## src/hw/rtl/lpht_pkg.sv

```systemverilog
package lpht_pkg;

  localparam int TABLE_DEPTH = 64;
  localparam int SLOT_W      = $clog2(TABLE_DEPTH);
  localparam int MAX_KEY_LEN = 32;
  localparam int IDX_W       = (MAX_KEY_LEN > 1) ? $clog2(MAX_KEY_LEN) : 1;
  localparam int LEN_W       = $clog2(MAX_KEY_LEN + 2);
  localparam int VALUE_W     = 32;
  localparam int HASH_W      = 32;
  localparam int QUEUE_DEPTH = 2;
  localparam int QPTR_W      = $clog2(QUEUE_DEPTH);
  localparam int QCNT_W      = $clog2(QUEUE_DEPTH + 1);

  localparam logic [HASH_W-1:0] GOLDEN_FRAC = 32'h9E3779B9;

  typedef enum logic [1:0] {
    OP_PUT     = 2'd0,
    OP_GET     = 2'd1,
    OP_REMOVE  = 2'd2,
    OP_DISCARD = 2'd3
  } opcode_t;

  typedef enum logic [1:0] {
    ST_OK         = 2'd0,
    ST_NOT_FOUND  = 2'd1,
    ST_TABLE_FULL = 2'd2,
    ST_TOO_LONG   = 2'd3
  } status_t;

  typedef logic [MAX_KEY_LEN-1:0][7:0] key_t;

  typedef struct packed {
    opcode_t             op;
    logic [LEN_W-1:0]    len;
    logic                too_long;
    logic [HASH_W-1:0]   acc;
    logic [VALUE_W-1:0]  value;
    key_t                key;
  } cmd_t;

  typedef struct packed {
    logic full;
    logic empty;
  } queue_status_t;

  typedef enum logic [2:0] {
    BK_IDLE,
    BK_HASH,
    BK_PROBE,
    BK_LEN_CHK,
    BK_BYTE_CHK,
    BK_BYTE_WAIT,
    BK_WRITE
  } back_state_t;

endpackage

```

## src/hw/rtl/lpht_queue.sv

```systemverilog
module lpht_queue (
  input  logic                    clk,
  input  logic                    rst_n,
  input  logic                    push,
  input  lpht_pkg::cmd_t          push_cmd,
  input  logic                    pop,
  output lpht_pkg::cmd_t          head,
  output lpht_pkg::queue_status_t q_status
);

  lpht_pkg::cmd_t                 entry_r [lpht_pkg::QUEUE_DEPTH];
  logic [lpht_pkg::QPTR_W-1:0]    wr_ptr_r, rd_ptr_r;
  logic [lpht_pkg::QCNT_W-1:0]    cnt_r, cnt_nxt;
  logic                           do_push, do_pop;

  assign q_status.full  = (cnt_r == lpht_pkg::QCNT_W'(lpht_pkg::QUEUE_DEPTH));
  assign q_status.empty = (cnt_r == '0);
  assign do_push        = push && !q_status.full;
  assign do_pop         = pop && !q_status.empty;
  assign head           = entry_r[rd_ptr_r];

  always_comb begin
    cnt_nxt = cnt_r;
    if (do_push && !do_pop) begin
      cnt_nxt = cnt_r + 1'b1;
    end else if (do_pop && !do_push) begin
      cnt_nxt = cnt_r - 1'b1;
    end
  end

  always_ff @(posedge clk) begin
    if (!rst_n) begin
      wr_ptr_r <= '0;
      rd_ptr_r <= '0;
      cnt_r    <= '0;
    end else begin
      cnt_r <= cnt_nxt;
      if (do_push) begin
        wr_ptr_r <= wr_ptr_r + 1'b1;
      end
      if (do_pop) begin
        rd_ptr_r <= rd_ptr_r + 1'b1;
      end
    end
    if (do_push) begin
      entry_r[wr_ptr_r] <= push_cmd;
    end
  end

endmodule

```

## config.mk

```make
export PLATFORM = sky130hd
export DESIGN_NAME = lpht_queue
export DESIGN_NICKNAME = d
export VERILOG_FILES = /design/src/hw/rtl/lpht_pkg.sv /design/src/hw/rtl/lpht_queue.sv
export SDC_FILE = /design/constraint.sdc
export NUM_CORES = 1
export LEC_CHECK = 0
export BUFFER_PORTS_ARGS = -buffer_cell sky130_fd_sc_hd__buf_4
export CAP_MARGIN = 0
export CORE_AREA = 2 2 255 257
export CTS_BUF_LIST = sky130_fd_sc_hd__clkbuf_8
export CTS_CLUSTER_SIZE = 25
export DETAILED_ROUTE_END_ITERATION = 10
export DIE_AREA = 0 0 257 259
export PLACE_DENSITY = 0.67
export SLEW_MARGIN = 10
export SYNTH_ARGS = -nofsm -noshare
export SYNTH_HDL_FRONTEND = slang
export SYNTH_SLANG_ARGS = --single-unit
```

## constraint.sdc

```tcl
create_clock -name clk -period 34.4 [get_ports clk]
set_input_delay 6.88 -clock clk [delete_from_list [all_inputs] [get_ports clk]]
set_output_delay 6.88 -clock clk [all_outputs]
set_load 0.005 [all_outputs]
```

---- Yosys cells after proc, flatten, opt, wreduce, memory -nomap -nowiden ----
Memory sizes are Yosys's and may differ from the RTL's. A register that Yosys moved wholly into a read port is not among the register bits.
Index checks and enable logic that the tools add are counted.
storage, ports and cells
  register bits ........................... 4
  bits in writable memories ............... 658
  input bits .............................. 333
  logic and storage cells ................. 25
  memories ................................ 1
cells by class
  add/subtract/negate cells ............... 4
  equality and inequality tests ........... 1
  mux-type cells .......................... 6
  reduce and logical (&&, ||, !) cells .... 10
memories
  memory   words  bits a word  rd ports  clocked after Yosys merged registers in  write ports  RTL line          source
  entry_r  2      329          1         1                                        1            lpht_queue.sv:11  lpht_pkg::cmd_t entry_r [lpht_pkg::QUEUE_DEPTH];
operators by type and width
  cell                                              number
  logical AND 1 bit                                 4
  zero test 1 bit                                   4
  two-way mux 1 bit                                 4
  two-way mux 2 bit                                 2
  adder 1 bit, second input constant                2
  adder 2 x 1 -> 2 bit, second input constant       1
  equality test 2 bit, second input constant        1
  zero test 2 bit                                   1
  nonzero test 2 bit                                1
  subtractor 2 x 1 -> 2 bit, second input constant  1

---- Logic depth before layout (Yosys ltp) ----
  depth in word-level cells ............... 7
  depth in mapped cells ................... 7
  mapped depth without buffers ............ 7

---- Worst setup path before layout ----
OpenSTA, ideal clock, no wires.
  path kind ............................... input port to flip-flop
  from .................................... in push
  to ...................................... reg wr_ptr_r
  setup time .............................. 0.116 ns
  arrival time ............................ 20.426 ns
  data required time ...................... 34.284 ns
  setup slack ............................. 13.858 ns
  cell stages on the path ................. 3
  path buffers ............................ 0
  cells stage by stage .................... inv_1 -> nor3_2 -> o21a_1
on the way
  longest elaborated chain between the ends .. 1
RTL lines
  item                  RTL line          source
  start, declared       lpht_queue.sv:4   input logic push,
  logical AND 1 bit     lpht_queue.sv:18  assign do_push = push && !q_status.full;
  end signal, assigned  lpht_queue.sv:39  wr_ptr_r <= wr_ptr_r + 1'b1;
  end, declared         lpht_queue.sv:12  logic [lpht_pkg::QPTR_W-1:0] wr_ptr_r, rd_ptr_r;
Every way passes these cells.
A chain may end at the register's enable or synchronous reset.

==> results_dict.tcl <==
set metrics [dict create \
    p_per_area_nw_per_um2 69.8 \
    pin_count 664 \
    max_slew_margin_pct 26.4 \
    maxCapViolCount 0 \
    hold_violations 0 \
    grt_pass1_wl_um 81900 \
    worstMarginPinSlew_ps 1100 \
    rsz0062_at_grt "no" \
    vdd_drop_max_uv 43.5 \
    nFillCells 5289 \
    cp.required_ps 27520 \
    drtAntennaViolNets 0 \
    synth_cell_types 21 \
    via_per_inst 4.62 \
    synth_compound_area_share_pct 0.134 \
    max_freq_ghz 0.0910 \
    crit_type "register to output port" \
    syn_area_um2 24200 \
    fin_tns_setup_ps 0 \
    cts.sinks 663 \
    htree_levels 3 \
    initial_utilization_pct 37.9 \
    muxShareOfSynthArea_pct 15.8 \
    vias 12700 \
    fin_skew_ps 35.7 \
    ys_warn_count 0 \
    grt_max_degree 160 \
    post_cts_buffers 0 \
    fp.dieW_um 257 \
    nets 2130 \
    clkTransAtPathRegs_ps 60 \
    synth_nets 1383 \
    synth-seq-cells 663 \
    ys_top_cells_by_area "edfxtp_1, mux2_2, mux2_4" \
    final_layout_size_suffix_gt1_share_pct 59.5 \
    drt_wl_total_um 57200 \
    timing.rr.start "cnt_r[0]" \
    critPathMaxFanout 73 \
    holdPathEnd "cnt_r[1]" \
    coreArea_um2 63900 \
    overflow 0 \
    avgSynthCellArea_um2 23.1 \
    root_buffer "clkbuf_8" \
    cp.arrival_ps 4110 \
    areaGrowthSynthToFinish_pct 31.9 \
    hpwl_um 39500 \
    p_leak_nw 11.9 \
    gp_routability_congestion 0.877 \
    total_power_mw 2.23 \
    synth_top_cell_by_area "edfxtp_1" \
    cts_hold_buf 0 \
    clk_latency_ps 710 \
    min-delay-start "cnt_r[1]" \
    grt_pass1_vias 13500 \
    worst-r2r-setup-slack_ps 30500 \
    syn_inst 1049 \
    yosysSeqAreaShare_pct 82.0 \
    startpoint_type "register" \
    period_minus_slack_ps 10990 \
    drc_errors 0 \
    worstReg2RegEnd "entry_r[0][173]" \
    drtIter0Drc 660 \
    cts_resized 0 \
    numCtsBuffers 107 \
    antenna_found_initial 8 \
    cp-end-kind "output port" \
    synth-simple-area-share_pct 0.227 \
    synth_top_family_by_area "multiplexers" \
    synth.top_cell.area_share_pct 81.6 \
    drv_slew 0 \
    finalSetupViolations 0 \
    hold_depth 2 \
    dp.cells 2542 \
    clockBufferDepth 3 \
    avgRoutedWirePerCell_um 20.8 \
    die_area_um2 66600 \
    fin_cells 2751 \
    r2r.worst_path.cells 6 \
    status "complete, no violations" \
    io_buffers 663 \
    yosys.area_share.xor_xnor_pct 0.109 \
    period_share_pct 32.0 \
    min_path_type "register to register" \
    rows 93 \
    die_h_um 259 \
    synthAdderAreaFrac_pct 0.0517 \
    drtPass1Iterations 4 \
    grt_usage_pct 16.4 \
    cts_tree "yes" \
]
## area by class of cell
class	instances	area (um2)	share of cell area (%)
sequential	663	19900	62.2
timing repair buffer	675	5080	15.9
multi-input combinational	347	3960	12.4
clock buffer	107	1470	4.61
tap	855	1070	3.35
clock inverter	94	467	1.46
antenna	8	20.0	0.0627
inverter	2	7.51	0.0235
## cells by family after synthesis
family          count (synthesis)
flops                         663
compound gates                  5
mux                           329
fa+ha+maj                       1
xor+xnor                        3
buf+inv                        39
simple gates                    9
## worst max path at each step
stage	start	slack [ps]	endpoint
CTS	register	23310	head[209]
global placement	push	24090	entry_r[0][227]
finish	register	23410	head[209]
detailed placement	push	24050	entry_r[0][285]
global route	register	23130	head[209]
floorplan	push	13860	wr_ptr_r
## layout by cell type, fill, tap and decap left out, types with 3 or more instances in the layout
master / count
mux2_2: 293
clkinv_1: 36
mux2_1: 6
inv_1: 44
buf_4: 674
mux2_4: 30
clkbuf_8: 107
and2_1: 3
clkinv_2: 7
diode_2: 8
dfxtp_1: 4
edfxtp_1: 658
## report_power, final
| group | total [mW] | switching (mW) | internal, mW |
|---|---|---|---|
| sequential | 1.05 | 0.0355 | 1.02 |
| combinational | 0.570 | 0.255 | 0.315 |
| clock | 0.607 | 0.305 | 0.302 |
## synthesized netlist by cell type
cell type	number
a21boi_0	2
and2_1	3
and3_1	1
buf_2	2
buf_6	35
dfxtp_1	5
edfxtp_1	658
ha_1	1
inv_1	2
mux2_1	6
mux2_2	293
mux2_4	30
nand2b_1	1
nor2_1	2
nor3_2	1
o21a_1	1
o21ai_0	1
o21ai_1	1
or3_1	1
xnor2_1	2
xor2_1	1
## state kept, by name, summed over array words and instances (netlist names), named ones only
name,cells
cnt_r,2
entry_r,658
rd_ptr_r,1
wr_ptr_r,1
## through the flow
| stage | cell area [um2] | setup WS (ps) | hold slack [ps] | utilization, % |
|---|---|---|---|---|
| floorplan | 24200 | 13860 | 491 | - |
| global placement | 30000 | 24090 | 504 | 46.9 |
| detailed placement | 30000 | 24050 | 555 | 46.9 |
| CTS | 31900 | 23310 | 563 | 50.0 |
| global route | 31900 | 23130 | 602 | 50.0 |
| finish | 31900 | 23410 | 564 | 50.0 |
## metal layers
layer,track usage (%),vias up,share of wire (%)
li1,-,5752,-
met1,17.9,6293,36
met2,28.3,511,52
met3,5.06,141,7.2
met4,9.43,0,4.5
met5,0,-,0
## critical path, cell delays in order, from the launching register on
cell and delay [ps]:
dfxtp_4 1010, buf_4 860, buf_4 820, mux2_2 430, buf_4 140
Power figures use the tool's default switching activity.
