===== config.mk =====
export PLATFORM = sky130hd
export DESIGN_NAME = lpht_front
export DESIGN_NICKNAME = d
export VERILOG_FILES = /design/src/hw/rtl/lpht_pkg.sv /design/src/hw/rtl/lpht_front.sv
export SDC_FILE = /design/constraint.sdc
export NUM_CORES = 1
export LEC_CHECK = 0
export BUFFER_PORTS_ARGS = -buffer_cell sky130_fd_sc_hd__buf_2
export CORE_ASPECT_RATIO = 1.2
export CORE_MARGIN = 2
export CORE_UTILIZATION = 60
export DETAILED_ROUTE_END_ITERATION = 12
export PLACE_DENSITY = 0.84
export SKIP_LAST_GASP = 1
export SYNTH_ARGS = -nofsm -noshare
export SYNTH_HDL_FRONTEND = slang
export SYNTH_SLANG_ARGS = --single-unit

===== constraint.sdc =====
create_clock -name clk -period 14.9 [get_ports clk]
set_input_delay 1.49 -clock clk [delete_from_list [all_inputs] [get_ports clk]]
set_output_delay 1.49 -clock clk [all_outputs]
set_load 0.02 [all_outputs]

===== src/hw/rtl/lpht_pkg.sv =====
package lpht_pkg;

  localparam int TABLE_DEPTH = 64;
  localparam int SLOT_W      = $clog2(TABLE_DEPTH);
  localparam int MAX_KEY_LEN = 32;
  localparam int IDX_W       = (MAX_KEY_LEN > 1) ? $clog2(MAX_KEY_LEN) : 1;
  localparam int LEN_W       = $clog2(MAX_KEY_LEN + 2);
  localparam int VALUE_W     = 32;
  localparam int HASH_W      = 32;
  localparam int QUEUE_DEPTH = 2;
  localparam int QPTR_W      = $clog2(QUEUE_DEPTH);
  localparam int QCNT_W      = $clog2(QUEUE_DEPTH + 1);

  localparam logic [HASH_W-1:0] GOLDEN_FRAC = 32'h9E3779B9;

  typedef enum logic [1:0] {
    OP_PUT     = 2'd0,
    OP_GET     = 2'd1,
    OP_REMOVE  = 2'd2,
    OP_DISCARD = 2'd3
  } opcode_t;

  typedef enum logic [1:0] {
    ST_OK         = 2'd0,
    ST_NOT_FOUND  = 2'd1,
    ST_TABLE_FULL = 2'd2,
    ST_TOO_LONG   = 2'd3
  } status_t;

  typedef logic [MAX_KEY_LEN-1:0][7:0] key_t;

  typedef struct packed {
    opcode_t             op;
    logic [LEN_W-1:0]    len;
    logic                too_long;
    logic [HASH_W-1:0]   acc;
    logic [VALUE_W-1:0]  value;
    key_t                key;
  } cmd_t;

  typedef struct packed {
    logic full;
    logic empty;
  } queue_status_t;

  typedef enum logic [2:0] {
    BK_IDLE,
    BK_HASH,
    BK_PROBE,
    BK_LEN_CHK,
    BK_BYTE_CHK,
    BK_BYTE_WAIT,
    BK_WRITE
  } back_state_t;

endpackage


===== src/hw/rtl/lpht_front.sv =====
module lpht_front (
  input  logic                          clk,
  input  logic                          rst_n,
  input  logic                          start,
  input  logic [1:0]                    in_opcode,
  input  logic [7:0]                    in_key_byte,
  input  logic                          in_key_end,
  input  logic [lpht_pkg::VALUE_W-1:0]  in_put_value,
  input  lpht_pkg::queue_status_t       q_status,
  output logic                          busy,
  output logic                          push,
  output lpht_pkg::cmd_t                push_cmd
);

  logic [lpht_pkg::LEN_W-1:0]  cnt_r, cnt_nxt, cnt_step;
  logic [lpht_pkg::HASH_W-1:0] acc_r, acc_nxt, acc_step;
  logic [lpht_pkg::HASH_W-1:0] pow_r, pow_nxt, pow_step;
  lpht_pkg::key_t              keybuf_r, keybuf_nxt, keybuf_step;
  logic                        accept;

  assign busy   = q_status.full;
  assign accept = start && !busy;

  always_comb begin
    cnt_step    = cnt_r;
    acc_step    = acc_r;
    pow_step    = pow_r;
    keybuf_step = keybuf_r;
    if (cnt_r < lpht_pkg::LEN_W'(lpht_pkg::MAX_KEY_LEN)) begin
      keybuf_step[cnt_r[lpht_pkg::IDX_W-1:0]] = in_key_byte;
      acc_step = acc_r + pow_r * lpht_pkg::HASH_W'(in_key_byte);
      pow_step = (pow_r << 5) + pow_r;
      cnt_step = cnt_r + 1'b1;
    end else begin
      cnt_step = lpht_pkg::LEN_W'(lpht_pkg::MAX_KEY_LEN + 1);
    end
  end

  always_comb begin
    cnt_nxt           = cnt_r;
    acc_nxt           = acc_r;
    pow_nxt           = pow_r;
    keybuf_nxt        = keybuf_r;
    push              = 1'b0;
    push_cmd.op       = lpht_pkg::opcode_t'(in_opcode);
    push_cmd.len      = cnt_step;
    push_cmd.too_long = (cnt_step > lpht_pkg::LEN_W'(lpht_pkg::MAX_KEY_LEN));
    push_cmd.acc      = acc_step;
    push_cmd.value    = in_put_value;
    push_cmd.key      = keybuf_step;
    if (accept) begin
      keybuf_nxt = keybuf_step;
      if (in_key_end) begin
        push    = (lpht_pkg::opcode_t'(in_opcode) != lpht_pkg::OP_DISCARD);
        cnt_nxt = '0;
        acc_nxt = '0;
        pow_nxt = lpht_pkg::HASH_W'(1);
      end else begin
        cnt_nxt = cnt_step;
        acc_nxt = acc_step;
        pow_nxt = pow_step;
      end
    end
  end

  always_ff @(posedge clk) begin
    if (!rst_n) begin
      cnt_r <= '0;
      acc_r <= '0;
      pow_r <= lpht_pkg::HASH_W'(1);
    end else begin
      cnt_r <= cnt_nxt;
      acc_r <= acc_nxt;
      pow_r <= pow_nxt;
    end
    keybuf_r <= keybuf_nxt;
  end

endmodule


-- After elaboration in Yosys (flattened, before gate mapping)
Index checks and enable logic that the tools add are counted.
- flip-flop bits (word level): 326
- word-level logic and storage cells: 61
- mux-type cells: 12
- reductions and logical operators: 5
- magnitude comparators: 4
- $mul: 1
- $add $sub $neg: 3
- equal/unequal tests: 1
- operators with widths (cell ; number):
    $bwmux 256 ; 1
    $mux 256 ; 1
    $mux 32 ; 4
    $add 32x32->32 ; 2
    $demux 8 s5 ; 1
    $mul 32x8->32 ; 1
    $mux 6 ; 2
    $mux 8 ; 1
    $add 6x1->6 const B ; 1
    $gt 6x6->1 const B ; 1
    $lt 5x6->1 const B ; 1
    $lt 6x6->1 const B ; 1
    $ge 5x1->1 const B ; 1
    $logic_and 1x1->1 ; 2
    $mux 1 ; 2
    $ne 2x2->1 const B ; 1
    $reduce_and 2->1 ; 1
    $reduce_bool 2->1 ; 1
    $logic_not 1->1 ; 1

-- Longest topological paths before layout
- depth after elaboration: 6
- depth in mapped cells: 20
- mapped depth without buffers: 18

-- Least setup slack after synthesis
Ideal clock, no wire load.
- kind: in2out
- start point: in q_status[1] (netlist name)
- end point: out push
- arrival time: 7.700 ns
- slack: 5.710 ns
- stages on the path: 5
- required time: 13.410 ns
- path through: nand2b_1 > clkbuf_1 > inv_1 > nand2_1 > a21oi_1
- longest elaborated chain between the ends: 3
- ends and longest elaborated chain (element ; line ; RTL):
    start: declaration ; lpht_front.sv:9 ; input lpht_pkg::queue_status_t q_status,
    $logic_not 1->1 ; lpht_front.sv:22 ; assign accept = start && !busy;
    $logic_and 1x1->1 ; lpht_front.sv:22 ;
    net accept ; lpht_front.sv:19 ; logic accept;
    $mux 1 ; lpht_front.sv:51 ; if (accept) begin
    end: declaration ; lpht_front.sv:11 ; output logic push,
The timed path passes the listed nets, and every way through them passes these cells.

==> metrics.md <==
| Metric | Value |
|---|---|
| Crit path max fanout | `33` |
| Multi-input gate area | `12000 um^2` |
| Storage cell area | `9010 um^2` |
| Worst EP required | `13410 ps` |
| Syn Inst Count | `1992` |
| Slew @ Worst Pin | `1090 ps` |
| Slew Limit Fails | `0` |
| Final setup skew | `18.7 ps` |
| Worst ir drop on vdd | `0.000152 V` |
| Setup TNS | `0 ps` |
| Final core utilization | `0.686` |
| Number of global-route vias before repair | `17400` |
| Hold Fails Final Rpt | `0` |
| Synthesized flop and latch total | `322` |
| Synth unique cells | `74` |
| Number of diodes | `0` |
| Clock-pin slew on the worst setup and hold paths | `50 ps` |
| Final WL | `59600 um` |
| Final setup violating endpoints | `0` |
| CTS max path bufs | `3` |
| Die area | `39100 um^2` |
| CTS Buf Count | `34` |
| Average routed wire per standard cell | `21.7 um` |
| Post-synth EDFFs | `256` |
| Clock group share of total power | `0.349` |
| Crit path arrival time | `7470 ps` |
| Initial antenna violation count | `0` |
| Tcrit/Tclk final | `0.602` |
| Leak | `10.8 nW` |
| Reg-to-reg critical path startpoint | `pow_r[6]` |
| Crit Path Class | `input port to output pin` |
| DRC errors left | `0` |
| PostCTS Resize Cnt | `0` |
| Flop pwr share | `0.436` |
| Final min period | `8960 ps` |
| First-pass GRT wire length | `93500 um` |
| Switching share of power | `0.305` |
| Synth async-reset ratio | `0` |
| Routability congestion estimate | `0.893` |
| Largest net degree at the start of global routing | `122` |
| F_max | `0.112 GHz` |
| CP Capture Type | `output pin` |
| # hold bufs at CTS | `0` |
| Chip height | `216 um` |
| IO Count | `379` |
| Total clock sinks | `322` |
| Outcome | `complete, no violations` |
| Die X | `181 um` |
| Commonest non-fill, non-tap cells in the layout | `buf_2, mux2_2, edfxtp_1` |
| Port Buffers | `313` |
| HP Class | `register to register` |
| Clock root cell | `clkbuf_16` |
| Finished Cell Area | `25300 um^2` |
| Detailed Place HPWL | `41200 um` |
| Fraction of layout cells with a size suffix above 1 | `0.294` |
| Synthesis-to-layout area growth | `12.4%` |
| Main synth FF type | `edfxtp_1` |
| Worst hold start | `acc_r[29]` |
| TritonCTS clock tree | `yes` |
| Row count | `77` |
| Post-synthesis sequential area ratio | `0.400` |
| Post-route ant nets | `0` |
| Setup Fix Bufs, Post-CTS | `0` |
| Syn_area_per_cell | `11.3 um^2` |
| Gate power share | `0.215` |
| Worst Hold Depth | `2` |
| Startpoint types | `input port` |
| DR top layer | `met4` |
| Met3 wire length | `4790 um` |
| Initial Utilization | `0.610` |
| Drt first pass iters | `5` |
| Core area | `36900 um^2` |
| Worst-case reg-to-reg path depth | `17` |
| H-tree depth | `2` |
| Vias per cell | `5.97` |
| Net switching power figure | `709 uW` |
| GR Overflow Total | `0` |
| Nets | `2533` |
| Commonest non-fill, non-tap cell in the layout | `buf_2` |
| Via count | `16400` |
| Power Dens Cells | `91.9 nW/um^2` |
| GRT Overall Usage | `0.303` |
| Max_cap viols | `0` |
| DP Area | `24300 um^2` |
| Slew headroom | `0.271` |
| DR WL met2 | `30400 um` |
| Crit path from | `in_key_byte[1]` |
| Initial DRC Count | `1266` |
| Fillers | `2500` |
| Routed length on met1 | `21800 um` |
| Cell area after synthesis | `22500 um^2` |
| Yosys warnings | `0` |
| Total internal power | `1.62 mW` |
| Skew-Pair Late Insertion Delay | `540 ps` |
| RSZ-0062 raised after global routing | `no` |
[power groups by stage]
stage | Clock, mW | Combinational, mW | Sequential [mW]
floorplan | 0 | 0.349 | 1.04
global route | 0.851 | 0.537 | 1.02
CTS | 0.818 | 0.497 | 1.02
finish | 0.812 | 0.500 | 1.02
detailed placement | 0 | 0.493 | 1.03
global placement | 0 | 0.478 | 1.03
[worst paths after layout]
path,to,slack [ps]
setup reg to reg,acc_r[19],9360
setup / recovery,push_cmd[319],5940
hold / removal,acc_r[29],480
hold reg to reg,acc_r[29],480
[metal layers]
metal  vias up  GRT usage
li1       7217          -
met4         0      0.139
met5         -          0
met1      8186      0.353
met3       161     0.0628
met2       788      0.537
[metrics by stage]
stage | std cells | power [mW] | setup slack, ps | hold WS, ps
detailed placement | 2681 | 1.53 | 6000 | 472
finish | 2741 | 2.33 | 5940 | 477
global placement | 2681 | 1.51 | 6100 | 458
CTS | 2741 | 2.33 | 5990 | 481
global route | 2741 | 2.41 | 5700 | 495
floorplan | 2010 | 1.39 | 5710 | 443
[layout make-up]
type | count | area share
clock buffers | 42 | 0.0352
clock inverters | 18 | 0.00633
inverters | 250 | 0.0374
multi-input cells | 1304 | 0.475
flip-flops and latches | 322 | 0.356
well taps | 474 | 0.0234
repair buffers | 331 | 0.0672
[flip-flops by register name (all words and copies together), names as in the netlist]
register / flops
keybuf_r: 256
acc_r: 32
pow_r: 28
cnt_r: 6
[synthesized netlist by cell type, types with 6 or more instances]
cell type / count / area share
mux2_2: 262 / 0.13
edfxtp_1: 256 / 0.34
inv_1: 250 / 0.042
fa_1: 174 / 0.15
nand2_1: 165 / 0.027
and2_1: 134 / 0.037
clkbuf_1: 95 / 0.016
ha_1: 68 / 0.038
dfxtp_1: 66 / 0.059
o21ai_0: 46 / 0.010
nor2_1: 45 / 0.0075
a21oi_1: 43 / 0.0096
nor2b_1: 42 / 0.012
buf_4: 35 / 0.012
xnor2_1: 35 / 0.014
a22oi_1: 31 / 0.010
nand3_1: 29 / 0.0064
xor2_1: 22 / 0.0086
nor3_1: 17 / 0.0038
a21o_1: 15 / 0.0050
and3_1: 10 / 0.0028
o21ai_1: 10 / 0.0022
a31oi_1: 9 / 0.0025
nor3b_1: 8 / 0.0027
nand2b_1: 7 / 0.0019
nand4_1: 7 / 0.0019
o211ai_1: 6 / 0.0020
[kinds of logic (layout without fill, tap and decap cells)]
group | after synthesis | after routing | synth area share
and+or+nand+nor | 489 | 489 | 0.113
AOI/OAI and AO/OA | 231 | 231 | 0.0703
adders and majority gates | 242 | 242 | 0.192
DFF | 322 | 322 | 0.400
xor gates and xnor gates | 57 | 57 | 0.0222
muxes | 265 | 265 | 0.132
other | 2 | 20 | 0.000333
buffers and inverters | 384 | 641 | 0.0698
[worst max-delay path: stages]
cell	delay [ps]
buf_2	520
buf_4	490
nand2_1	140
fa_1	500
inv_1	60
fa_1	500
inv_1	60
fa_1	490
fa_1	490
inv_1	50
ha_1	320
o21ai_0	360
nor3_1	160
o32ai_4	540
nor4_2	100
a311oi_2	380
o21ai_2	150
or3_1	360
nand4_1	100
buf_2	170
No activity file was read; power rests on OpenSTA's default activity.
